File: config.mk
export PLATFORM = sky130hd
export DESIGN_NAME = unique_wildcard_pattern_scan
export DESIGN_NICKNAME = d
export VERILOG_FILES = /design/src/hdl/uwps_pkg.sv /design/src/hdl/unique_wildcard_pattern_scan.sv
export SDC_FILE = /design/constraint.sdc
export NUM_CORES = 2
export LEC_CHECK = 0
export ABC_AREA = 1
export BUFFER_PORTS_ARGS = -buffer_cell sky130_fd_sc_hd__buf_2
export CORE_AREA = 2 2 438 440
export CTS_BUF_LIST = sky130_fd_sc_hd__clkbuf_4 sky130_fd_sc_hd__clkbuf_8
export DETAILED_ROUTE_END_ITERATION = 10
export DIE_AREA = 0 0 440 442
export PLACE_DENSITY_LB_ADDON = 0.25
export SLEW_MARGIN = 20
export SYNTH_ARGS = -nofsm -noshare
export SYNTH_HDL_FRONTEND = slang
export SYNTH_SLANG_ARGS = --single-unit
File: constraint.sdc
create_clock -name i_clk -period 11.71 [get_ports i_clk]
set_clock_uncertainty 0.05 [all_clocks]
set_input_delay 1.171 -clock i_clk [delete_from_list [all_inputs] [get_ports i_clk]]
set_output_delay 1.171 -clock i_clk [all_outputs]
set_load 0.02 [all_outputs]
File: src/hdl/uwps_pkg.sv
// Types and constants shared by the wildcard pattern scanner and its checker.
`timescale 1ns / 1ps

package uwps_pkg;

    // Fixed widths of the beats and registers
    localparam int IN_TDATA_W   = 8;
    localparam int OUT_TDATA_W  = 40;
    localparam int OFFSET_OUT_W = 32;
    localparam int COUNT_W      = 2;
    localparam int LEN_W        = 6;
    localparam int WILD_W       = 32;
    localparam int CFG_IDX_W    = 3;
    localparam int CFG_DATA_W   = 64;
    localparam int PAT_WORDS    = 4;
    localparam int STORED_BYTES = 32;
    localparam int RES_DEPTH    = 3;

    // Outcome reported on the last byte of a region
    typedef enum logic [1:0] {
        ST_FOUND     = 2'd0,
        ST_NOT_FOUND = 2'd1,
        ST_AMBIGUOUS = 2'd2,
        ST_INVALID   = 2'd3
    } t_scan_status;

    // Configuration register indexes
    typedef enum logic [CFG_IDX_W-1:0] {
        REG_LENGTH = 3'd0,
        REG_WILD   = 3'd1,
        REG_PAT0   = 3'd2,
        REG_PAT1   = 3'd3,
        REG_PAT2   = 3'd4,
        REG_PAT3   = 3'd5
    } t_cfg_reg;

    // One result, status in the lowest bits
    typedef struct packed {
        logic [COUNT_W-1:0]      count;
        logic [OFFSET_OUT_W-1:0] offset;
        t_scan_status            status;
    } t_result;

endpackage

File: src/hdl/unique_wildcard_pattern_scan.sv
// Wildcard byte pattern scanner: top level.
`timescale 1ns / 1ps
//
// Usage
//   Bytes of a region arrive on the slave stream (tdata = data byte, tlast = last
//   byte of the region). The configured pattern is compared against the most
//   recent pattern-length bytes after every beat; wildcard bytes match anything.
//   On the beat with tlast one result leaves on the master stream: status,
//   offset of the unique match and match count. Other beats give no result.
//   Configuration is written through the plain write port while the stream is
//   idle; it applies to bytes accepted from the following cycle on.
// Timing
//   One byte per cycle sustained while tready is high. A byte is shifted into the
//   window on the accepting edge, compared against the aligned pattern on the next
//   edge; the result of a last beat enters the result queue on that same edge.
//   A three-entry result queue parts the two sides: a stalled receiver only
//   holds off input once the queue and the byte being compared could fill it.
// Reset
//   Synchronous, active low: configuration, counters and queue are cleared;
//   tready stays low in the first cycle after reset is released.

module unique_wildcard_pattern_scan #(
    parameter int MAX_PATTERN_BYTES = 32,
    parameter int OFFSET_BITS       = 32
) (
    input  logic                                i_clk,
    input  logic                                i_rst_n,
    // slave stream: [7:0] data_byte
    input  logic                                i_s_tvalid,
    output logic                                o_s_tready,
    input  logic [uwps_pkg::IN_TDATA_W-1:0]     i_s_tdata,
    input  logic                                i_s_tlast,
    // master stream: [1:0] scan_status, [33:2] match_offset, [35:34] match_count
    output logic                                o_m_tvalid,
    input  logic                                i_m_tready,
    output logic [uwps_pkg::OUT_TDATA_W-1:0]    o_m_tdata,
    // configuration write port
    input  logic                                i_cfg_we,
    input  logic [uwps_pkg::CFG_IDX_W-1:0]      i_cfg_index,
    input  logic [uwps_pkg::CFG_DATA_W-1:0]     i_cfg_wdata
);
    import uwps_pkg::*;

    localparam int ACT_W = $clog2(MAX_PATTERN_BYTES + 1);
    localparam logic [OFFSET_BITS-1:0] COUNT_TOP = {OFFSET_BITS{1'b1}};

    // Configuration registers
    logic [LEN_W-1:0]                    r_len;
    logic [WILD_W-1:0]                   r_wild;
    logic [PAT_WORDS-1:0][CFG_DATA_W-1:0] r_pat;
    logic [PAT_WORDS*CFG_DATA_W-1:0]     w_pat_flat;

    // Aligned pattern, rebuilt from the configuration every cycle
    logic [ACT_W-1:0]             n_act, r_act;
    logic [MAX_PATTERN_BYTES-1:0] n_care, r_care;
    logic [7:0]                   n_want [MAX_PATTERN_BYTES];
    logic [7:0]                   r_want [MAX_PATTERN_BYTES];

    // Input side
    logic                   r_run;
    logic                   w_accept;
    logic [7:0]             r_window [MAX_PATTERN_BYTES];
    logic [OFFSET_BITS-1:0] r_seen, n_seen;

    // Compare stage
    logic                         r_p_valid;
    logic                         r_p_last;
    logic [OFFSET_BITS-1:0]       r_p_seen;
    logic [MAX_PATTERN_BYTES-1:0] w_ok;
    logic                         w_match;
    logic [COUNT_W-1:0]           r_hits, n_hits;
    logic [OFFSET_BITS-1:0]       r_first, n_first;
    t_result                      w_result;

    // Result queue
    t_result    r_res [RES_DEPTH];
    logic [1:0] r_wr_ptr, r_rd_ptr;
    logic [1:0] r_cnt;
    logic       w_push, w_pop;

    // Configuration writes
    always_ff @(posedge i_clk) begin
        if (!i_rst_n) begin
            r_len  <= '0;
            r_wild <= '0;
            r_pat  <= '0;
        end else if (i_cfg_we) begin
            unique case (t_cfg_reg'(i_cfg_index))
                REG_LENGTH: r_len    <= i_cfg_wdata[LEN_W-1:0];
                REG_WILD:   r_wild   <= i_cfg_wdata[WILD_W-1:0];
                REG_PAT0:   r_pat[0] <= i_cfg_wdata;
                REG_PAT1:   r_pat[1] <= i_cfg_wdata;
                REG_PAT2:   r_pat[2] <= i_cfg_wdata;
                REG_PAT3:   r_pat[3] <= i_cfg_wdata;
                default: ;
            endcase
        end
    end

    // Pattern words as one byte-addressed vector, byte 0 lowest
    assign w_pat_flat = r_pat;

    // Active length, clipped to the window depth
    always_comb begin
        if (int'(r_len) > MAX_PATTERN_BYTES) begin
            n_act = ACT_W'(MAX_PATTERN_BYTES);
        end else begin
            n_act = ACT_W'(r_len);
        end
    end

    // Pattern byte i lines up with window entry len-1-i; bytes past storage are wildcards
    always_comb begin
        for (int j = 0; j < MAX_PATTERN_BYTES; j++) begin
            n_care[j] = 1'b0;
            n_want[j] = 8'h00;
            if (j < int'(n_act) && (int'(n_act) - 1 - j) < STORED_BYTES) begin
                n_care[j] = !r_wild[5'(int'(n_act) - 1 - j)];
                n_want[j] = w_pat_flat[8 * (int'(n_act) - 1 - j) +: 8];
            end
        end
    end

    always_ff @(posedge i_clk) begin
        if (!i_rst_n) begin
            r_act  <= '0;
            r_care <= '0;
        end else begin
            r_act  <= n_act;
            r_care <= n_care;
        end
    end

    always_ff @(posedge i_clk) begin
        for (int j = 0; j < MAX_PATTERN_BYTES; j++) begin
            r_want[j] <= n_want[j];
        end
    end

    // Input handshake: hold off when queued plus pending results could fill the queue
    assign o_s_tready = r_run && ((3'(r_cnt) + 3'(r_p_valid && r_p_last)) < 3'(RES_DEPTH));
    assign w_accept   = i_s_tvalid && o_s_tready;

    // Saturating byte count of the region
    assign n_seen = (r_seen == COUNT_TOP) ? r_seen : r_seen + OFFSET_BITS'(1);

    // Byte window, newest at entry 0; stale entries are never read as a match
    always_ff @(posedge i_clk) begin
        if (w_accept) begin
            r_window[0] <= i_s_tdata;
            for (int k = 1; k < MAX_PATTERN_BYTES; k++) begin
                r_window[k] <= r_window[k-1];
            end
        end
    end

    always_ff @(posedge i_clk) begin
        if (!i_rst_n) begin
            r_run     <= 1'b0;
            r_seen    <= '0;
            r_p_valid <= 1'b0;
            r_p_last  <= 1'b0;
            r_p_seen  <= '0;
        end else begin
            r_run     <= 1'b1;
            r_p_valid <= w_accept;
            if (w_accept) begin
                r_p_last <= i_s_tlast;
                r_p_seen <= n_seen;
                r_seen   <= i_s_tlast ? '0 : n_seen;
            end
        end
    end

    // Parallel byte compare against the aligned pattern
    always_comb begin
        for (int j = 0; j < MAX_PATTERN_BYTES; j++) begin
            w_ok[j] = !r_care[j] || (r_window[j] == r_want[j]);
        end
    end

    assign w_match = r_p_valid && (r_act != '0) &&
                     (r_p_seen >= OFFSET_BITS'(r_act)) && (&w_ok);

    // Match bookkeeping: count to two, keep the first start offset
    always_comb begin
        n_hits  = r_hits;
        n_first = r_first;
        if (w_match) begin
            if (r_hits == 2'd0) begin
                n_first = r_p_seen - OFFSET_BITS'(r_act);
            end
            if (r_hits != 2'd2) begin
                n_hits = r_hits + 2'd1;
            end
        end
    end

    // Outcome of the region
    always_comb begin
        w_result.status = ST_NOT_FOUND;
        w_result.offset = '0;
        w_result.count  = 2'd0;
        if (r_act == '0) begin
            w_result.status = ST_INVALID;
        end else begin
            unique case (n_hits)
                2'd0: w_result.status = ST_NOT_FOUND;
                2'd1: begin
                    w_result.status = ST_FOUND;
                    w_result.offset = OFFSET_OUT_W'(n_first);
                    w_result.count  = 2'd1;
                end
                default: begin
                    w_result.status = ST_AMBIGUOUS;
                    w_result.count  = 2'd2;
                end
            endcase
        end
    end

    always_ff @(posedge i_clk) begin
        if (!i_rst_n) begin
            r_hits  <= '0;
            r_first <= '0;
        end else if (r_p_valid) begin
            if (r_p_last) begin
                r_hits  <= '0;
                r_first <= '0;
            end else begin
                r_hits  <= n_hits;
                r_first <= n_first;
            end
        end
    end

    // Result queue
    assign w_push = r_p_valid && r_p_last;
    assign w_pop  = o_m_tvalid && i_m_tready;

    always_ff @(posedge i_clk) begin
        if (w_push) begin
            r_res[r_wr_ptr] <= w_result;
        end
    end

    always_ff @(posedge i_clk) begin
        if (!i_rst_n) begin
            r_wr_ptr <= '0;
            r_rd_ptr <= '0;
            r_cnt    <= '0;
        end else begin
            if (w_push) begin
                r_wr_ptr <= (r_wr_ptr == 2'(RES_DEPTH - 1)) ? 2'd0 : r_wr_ptr + 2'd1;
            end
            if (w_pop) begin
                r_rd_ptr <= (r_rd_ptr == 2'(RES_DEPTH - 1)) ? 2'd0 : r_rd_ptr + 2'd1;
            end
            if (w_push && !w_pop) begin
                r_cnt <= r_cnt + 2'd1;
            end else if (!w_push && w_pop) begin
                r_cnt <= r_cnt - 2'd1;
            end
        end
    end

    assign o_m_tvalid = (r_cnt != 2'd0);
    assign o_m_tdata  = OUT_TDATA_W'(r_res[r_rd_ptr]);

endmodule

# [After elaboration in Yosys (flattened, before gate mapping)]
# Memories as Yosys holds them, arrays and structs flattened. A register that Yosys moved wholly into a read port is not among the register bits.
# Index checks and enable logic that the tools add are counted.
[classes] n_addsub=40 order_cmp=99 n_eq_ne=42 n_shift=32 mux=153 reduce_logical=185
[op_table] operator="$shiftx 256x32->8" n=30
[op_table] operator="$lt 32x7->1 const B" n=30
[op_table] operator="$eq 8x8->1" n=32
[op_table] operator="$mux 8" n=32
[op_table] operator="$shiftx 256x10->8" n=1
[op_table] operator="$shiftx 256x11->8" n=1
[op_table] operator="$lt 5x7->1 const B" n=32
[op_table] operator="$mux 32" n=6
[op_table] operator="$bmux 1 s5" n=32
[op_table] operator="$sub 7x6->8 const B" n=16
[op_table] operator="$lt 5x6->1 const A" n=16
[op_table] operator="$reduce_and 2->1" n=38
[op_table] operator="$mux 1" n=69
[op_table] operator="$logic_not 1->1" n=66
[op_table] operator="$sub 7x5->8 const B" n=8
[op_table] operator="$lt 4x6->1 const A" n=8
[op_table] operator="$logic_and 1x1->1" n=41
[op_table] operator="$mux 34" n=1
[op_table] operator="$add 32x1->32 const B" n=1
[op_table] operator="$eq 32x32->1 const B" n=1
[op_table] operator="$ge 32x6->1" n=1
[op_table] operator="$logic_or 1x1->1" n=32
[op_table] operator="$reduce_and 32->1" n=1
[op_table] operator="$sub 32x6->32" n=1
[op_table] operator="other kinds (28)" n=55
[word_totals] register_bits=439 ramBits=620 out_inout_bits=42 elab_cells=603 mem_count=3
[memory_table] memory="r_want" words=32 width=8 rd=32 rd_ports_with_merged_regs=0 write_ports=32 line="unique_wildcard_pattern_scan.sv:57" text="logic [7:0] r_want [MAX_PATTERN_BYTES];"
[memory_table] memory="r_window" words=32 width=8 rd=32 rd_ports_with_merged_regs=0 write_ports=32 line="unique_wildcard_pattern_scan.sv:62" text="logic [7:0] r_window [MAX_PATTERN_BYTES];"
[memory_table] memory="r_res" words=3 width=36 rd=1 rd_ports_with_merged_regs=1 write_ports=1 line="unique_wildcard_pattern_scan.sv:76" text="t_result r_res [RES_DEPTH];"

# [Logic depth before layout (Yosys ltp)]
# An unclocked memory read counts as a cell.
[depth] depth_word=9 mapped_depth=27 ltp_nobuf=19

# [Worst setup path before layout]
# Ideal clock, no wire load.
[synth_path] path_type="register to register" startpoint="register r_p_valid" endpoint="register r_p_last" setup_ns=0.439 arrival_ns=9.332 required_ns=11.221 setup_slack_ns=1.889 path_stages_with_launch=13 path_cell_list="dfxtp_1 > nand2_1 > inv_1 > ha_1 > ha_1 > nand2_1 > nand2_1 > nor2_1 > nand2_1 > inv_1 > clkbuf_1 > clkbuf_1 > a21oi_1"
[synth_between] elab_chain_len=5
[synth_rtl] item="from (decl)" line="unique_wildcard_pattern_scan.sv:66" text="logic r_p_valid;"
[synth_rtl] item="from (signal assigned)" line="unique_wildcard_pattern_scan.sv:166" text="r_p_valid <= w_accept;"
[synth_rtl] item="$logic_and 1x1->1"
[synth_rtl] item="net w_push" line="unique_wildcard_pattern_scan.sv:79" text="logic w_push, w_pop;"
[synth_rtl] item="$add 2x1->3" line="unique_wildcard_pattern_scan.sv:141" text="assign o_s_tready = r_run && ((3'(r_cnt) + 3'(r_p_valid && r_p_last)) < 3'(RES_DEPTH));"
[synth_rtl] item="$lt 3x2->1" line="unique_wildcard_pattern_scan.sv:141"
[synth_rtl] item="$logic_and 1x1->1" line="unique_wildcard_pattern_scan.sv:141"
[synth_rtl] item="net o_s_tready" line="unique_wildcard_pattern_scan.sv:30" text="output logic o_s_tready,"
[synth_rtl] item="$logic_and 1x1->1" line="unique_wildcard_pattern_scan.sv:142" text="assign w_accept = i_s_tvalid && o_s_tready;"
[synth_rtl] item="net w_accept" line="unique_wildcard_pattern_scan.sv:61" text="logic w_accept;"
[synth_rtl] item="to (signal assigned)" line="unique_wildcard_pattern_scan.sv:168" text="r_p_last <= i_s_tlast;"
[synth_rtl] item="to (decl)" line="unique_wildcard_pattern_scan.sv:67" text="logic r_p_last;"
# The timed path passes the listed nets, and every way through them passes these cells.
# A chain may end at the register's enable or synchronous reset.

==> results.md <==
* Outcome: complete, no violations
* Htree depth at 4
* Simple-gate portion of the synthesized area at approximately a quarter
* Crit path kind: flop to flop
* Multiplexer area fraction after synthesis at under 10%
* All-Layer GR Usage at 27.3%
* Layout cells sized above 1 at 8.78%
* Critical path endpoint category: flop
* Synth Flop Type: dfxtp_1
* Synth Area in XOR/XNOR at slightly above 4%
* Max clock buf depth at 3
* Met2 WL at approximately 120000 um
* Worst-path clk slew at 0.06 ns
* Final Hold Viols at 0
* Top cell type's share of synthesized area at 24.6%
* PD cells at 157 nW/um2
* Final Max Slew Viols at 0
* Slew @ Worst Pin at 1.32 ns
* Leak at around 0.026 uW
* Maximum vdd drop at a little over 80 uV
* Hold buffers post-CTS at 0
* Cell taking the most area after synthesis: dfxtp_1
* Max Cap Viol at 0
* Remaining Overflow, GRT at 0
* Crit Path Max Fanout at 86
* Startpoint Class: flop
* DP HPWL at 212000 um
* Starting DRT DRC Count at about 6400
* I/O Buffers at roughly 120
* Syn Inst Count at a little under 8000
* Routed wire length at 273000 um
* Antenna violations before repair at 15
* Synth-to-layout area growth at 12.1%
* HP Class: input pin to flop
* CTS tree: built
* Met3 Wirelength at 23100 um
* First-pass GRT wire length at between 300000 and 400000 um
* ANT nets after route at 0
* CTS Root Buffer Type: clkbuf_8
* Num Clock Sinks at approximately 1100
* Most frequent cells in the layout: nand2_1 (2212), o21ai_0 (1331), nor2_1 (791)
* Worst skew pair latency at 0.99 ns
* Critical path arrival at about 7.1 ns
* P_int at roughly 6500 uW
* Synth Warn # at 1
* Core area at 190000 um2
* Slew HR at roughly 11%
* Vias in the first global route at approximately 48000
* DR pass1 iterations at 8
* Sw Pwr at 3470 uW
* Hold_ws at around 0.36 ns
* Sequential share of power at just over 40%
* Netlist cell types at between 50 and 60
* Tcrit/Tclk final at a little over half
* Start point of the critical path: r_len[5]$_SDFFE_PN0P_
* RSZ-0062 raised after global routing: false
* Synthesized area at between 50000 and 60000 um2
* Post-route worst setup slack at between 5 and 6 ns
* Max layer used: met5
* Via count at about 55000
* FF+latch count, synth at 1061
* Max Fclk at 158 MHz
* Fillers at 20341
* Largest family of logic cells by synthesized area: simple AND/OR/NAND/NOR gates
* IO Pins at about 120
* Gpl congestion at around 1.1
* Die area at 194000 um2
* Post-synth EDFFs at roughly 360
* Clock share of power at roughly 38%
* Final instance area at about 63000 um2
* Beginning of the worst register-to-register path: r_len[5]$_SDFFE_PN0P_
* Hold path start: i_s_tdata[1]
* Largest net degree at the start of global routing at 192
* # Post-CTS Setup Buffers at 0
* Complex-gate fraction of the synthesized area at a little under a fifth
* Synth Area in Adders at less than 1%
* Rows at 160
* Final setup vio count at 0
* Total clock buffers created by CTS at 186
* Comb power frac at a little over a fifth
* Top cells by area, synth: dfxtp_1 (25%), edfxtp_1 (19%), nand2_1 (15%), o21ai_0 (12%), nor2_1 (5.3%)
* DRC at 0
* Sw frac at a little over a third
* Vias/cell at 5.18
* CP required at around 13 ns
* Initial Util at 29.9%
* Async S/R FF share, synth at 0%
* CTS-repair resized insts at 0
* Final worst path period need at approximately 6.3 ns
* Place WS at 5.75 ns
* WL met1 at ~120000 um
* Final setup TNS at 0 ns
* Nets at 7972
* Die H at about 440 um
* Die width at 440 um
* Placed Area at 59400 um2
* Commonest non-fill, non-tap cell in the layout: nand2_1
* Sequential area share after synthesis at between 40% and 50%
* Avg Inst Size Synth at about 7.1 um2
* DR WL/cell at ~26 um
-- per-layer routing --
layer | up-vias | global-route usage [%]
met5 | - | 0
met4 | 4 | 17.1
met3 | 463 | 6.13
met2 | 2386 | 40.3
met1 | 25819 | 35.8
li1 | 25958 | -
-- logic make-up (layout without fill, tap and decap cells) --
logic type / after synthesis / after routing
xor+xnor: 258 / 258
other cells: 1 / 21
compound gates: 2031 / 2031
mux: 83 / 83
simple gates: 3431 / 3431
buf+inv: 1034 / 1132
flops: 1061 / 1061
fa+ha+maj: 22 / 22
-- worst paths after layout --
| kind | endpoint | slack, ns | cells past startpoint |
|---|---|---|---|
| setup / recovery | r_want[0][17]$_SDFF_PN0_ | 5.40 | 15 |
| setup reg to reg | r_want[0][17]$_SDFF_PN0_ | 5.40 | 15 |
| hold / removal | r_window[0][1]$_DFFE_PP_ | 0.36 | 1 |
| hold reg to reg | r_window[0][8]$_DFFE_PP_ | 0.39 | 0 |
-- critical path, stage by stage, from the launching register on --
cell	delay (ns)
dfxtp_1	0.45
inv_2	0.18
nand2_2	0.55
buf_4	0.52
nor2_1	0.16
nor2_4	0.12
buf_4	0.61
inv_2	0.06
buf_4	0.36
ha_2	0.44
buf_4	0.50
clkinv_2	0.93
o21ai_0	0.59
o21ai_0	0.18
or2_1	0.24
a21oi_1	0.14
-- power by group through the flow --
stage	clock (uW)	sequential [uW]	combinational, uW
6_report	3780	4020	2150
2_1_floorplan	0	4050	1270
3_3_place_gp	0	4100	2070
3_5_place_dp	0	4100	2070
5_1_grt	4010	4030	2290
4_1_cts	3850	4020	2080
-- cell type report --
class                   count  area, um2  area share [%]
clock buffers             281       3470            5.47
inverters                 563       2130            3.35
diodes                     17       42.5          0.0670
multi-input cells        5829      27800            43.8
clock inverters            60        564           0.889
well taps                2511       3140            4.95
flip-flops and latches   1061      24900            39.2
repair buffers            228       1440            2.27
-- sequential cells by signal (all words and copies together), names as in the netlist, 32 cells and up, named ones only --
name      cells
r_first      32
r_p_seen     32
r_window    256
r_seen       32
r_care       32
r_want      256
r_pat       256
r_wild       32
r_res       108
-- metrics by stage --
| stage | total power, uW | cells | util [%] |
|---|---|---|---|
| after floorplan | 5320 | 7924 | - |
| after global placement | 6170 | 10191 | 31.3 |
| after detailed placement | 6170 | 10192 | 31.3 |
| after CTS | 9950 | 10533 | 33.5 |
| after global routing | 10300 | 10540 | 33.5 |
| final | 9950 | 10550 | 33.5 |
-- synth_stat cells, drive strengths merged, types with 16 or more instances --
| master | count |
|---|---|
| dfxtp | 697 |
| a21oi | 493 |
| mux2i | 79 |
| xor2 | 32 |
| buf | 160 |
| or2 | 76 |
| edfxtp | 364 |
| ha | 21 |
| o21ai | 1390 |
| nor2 | 811 |
| o211ai | 16 |
| nor4 | 23 |
| clkbuf | 311 |
| inv | 559 |
| xnor2 | 226 |
| nand2 | 2219 |
| nor3 | 75 |
| o21a | 19 |
| nand4 | 63 |
| a211oi | 73 |
| nand3 | 145 |
Power figures use the tool's default switching activity.
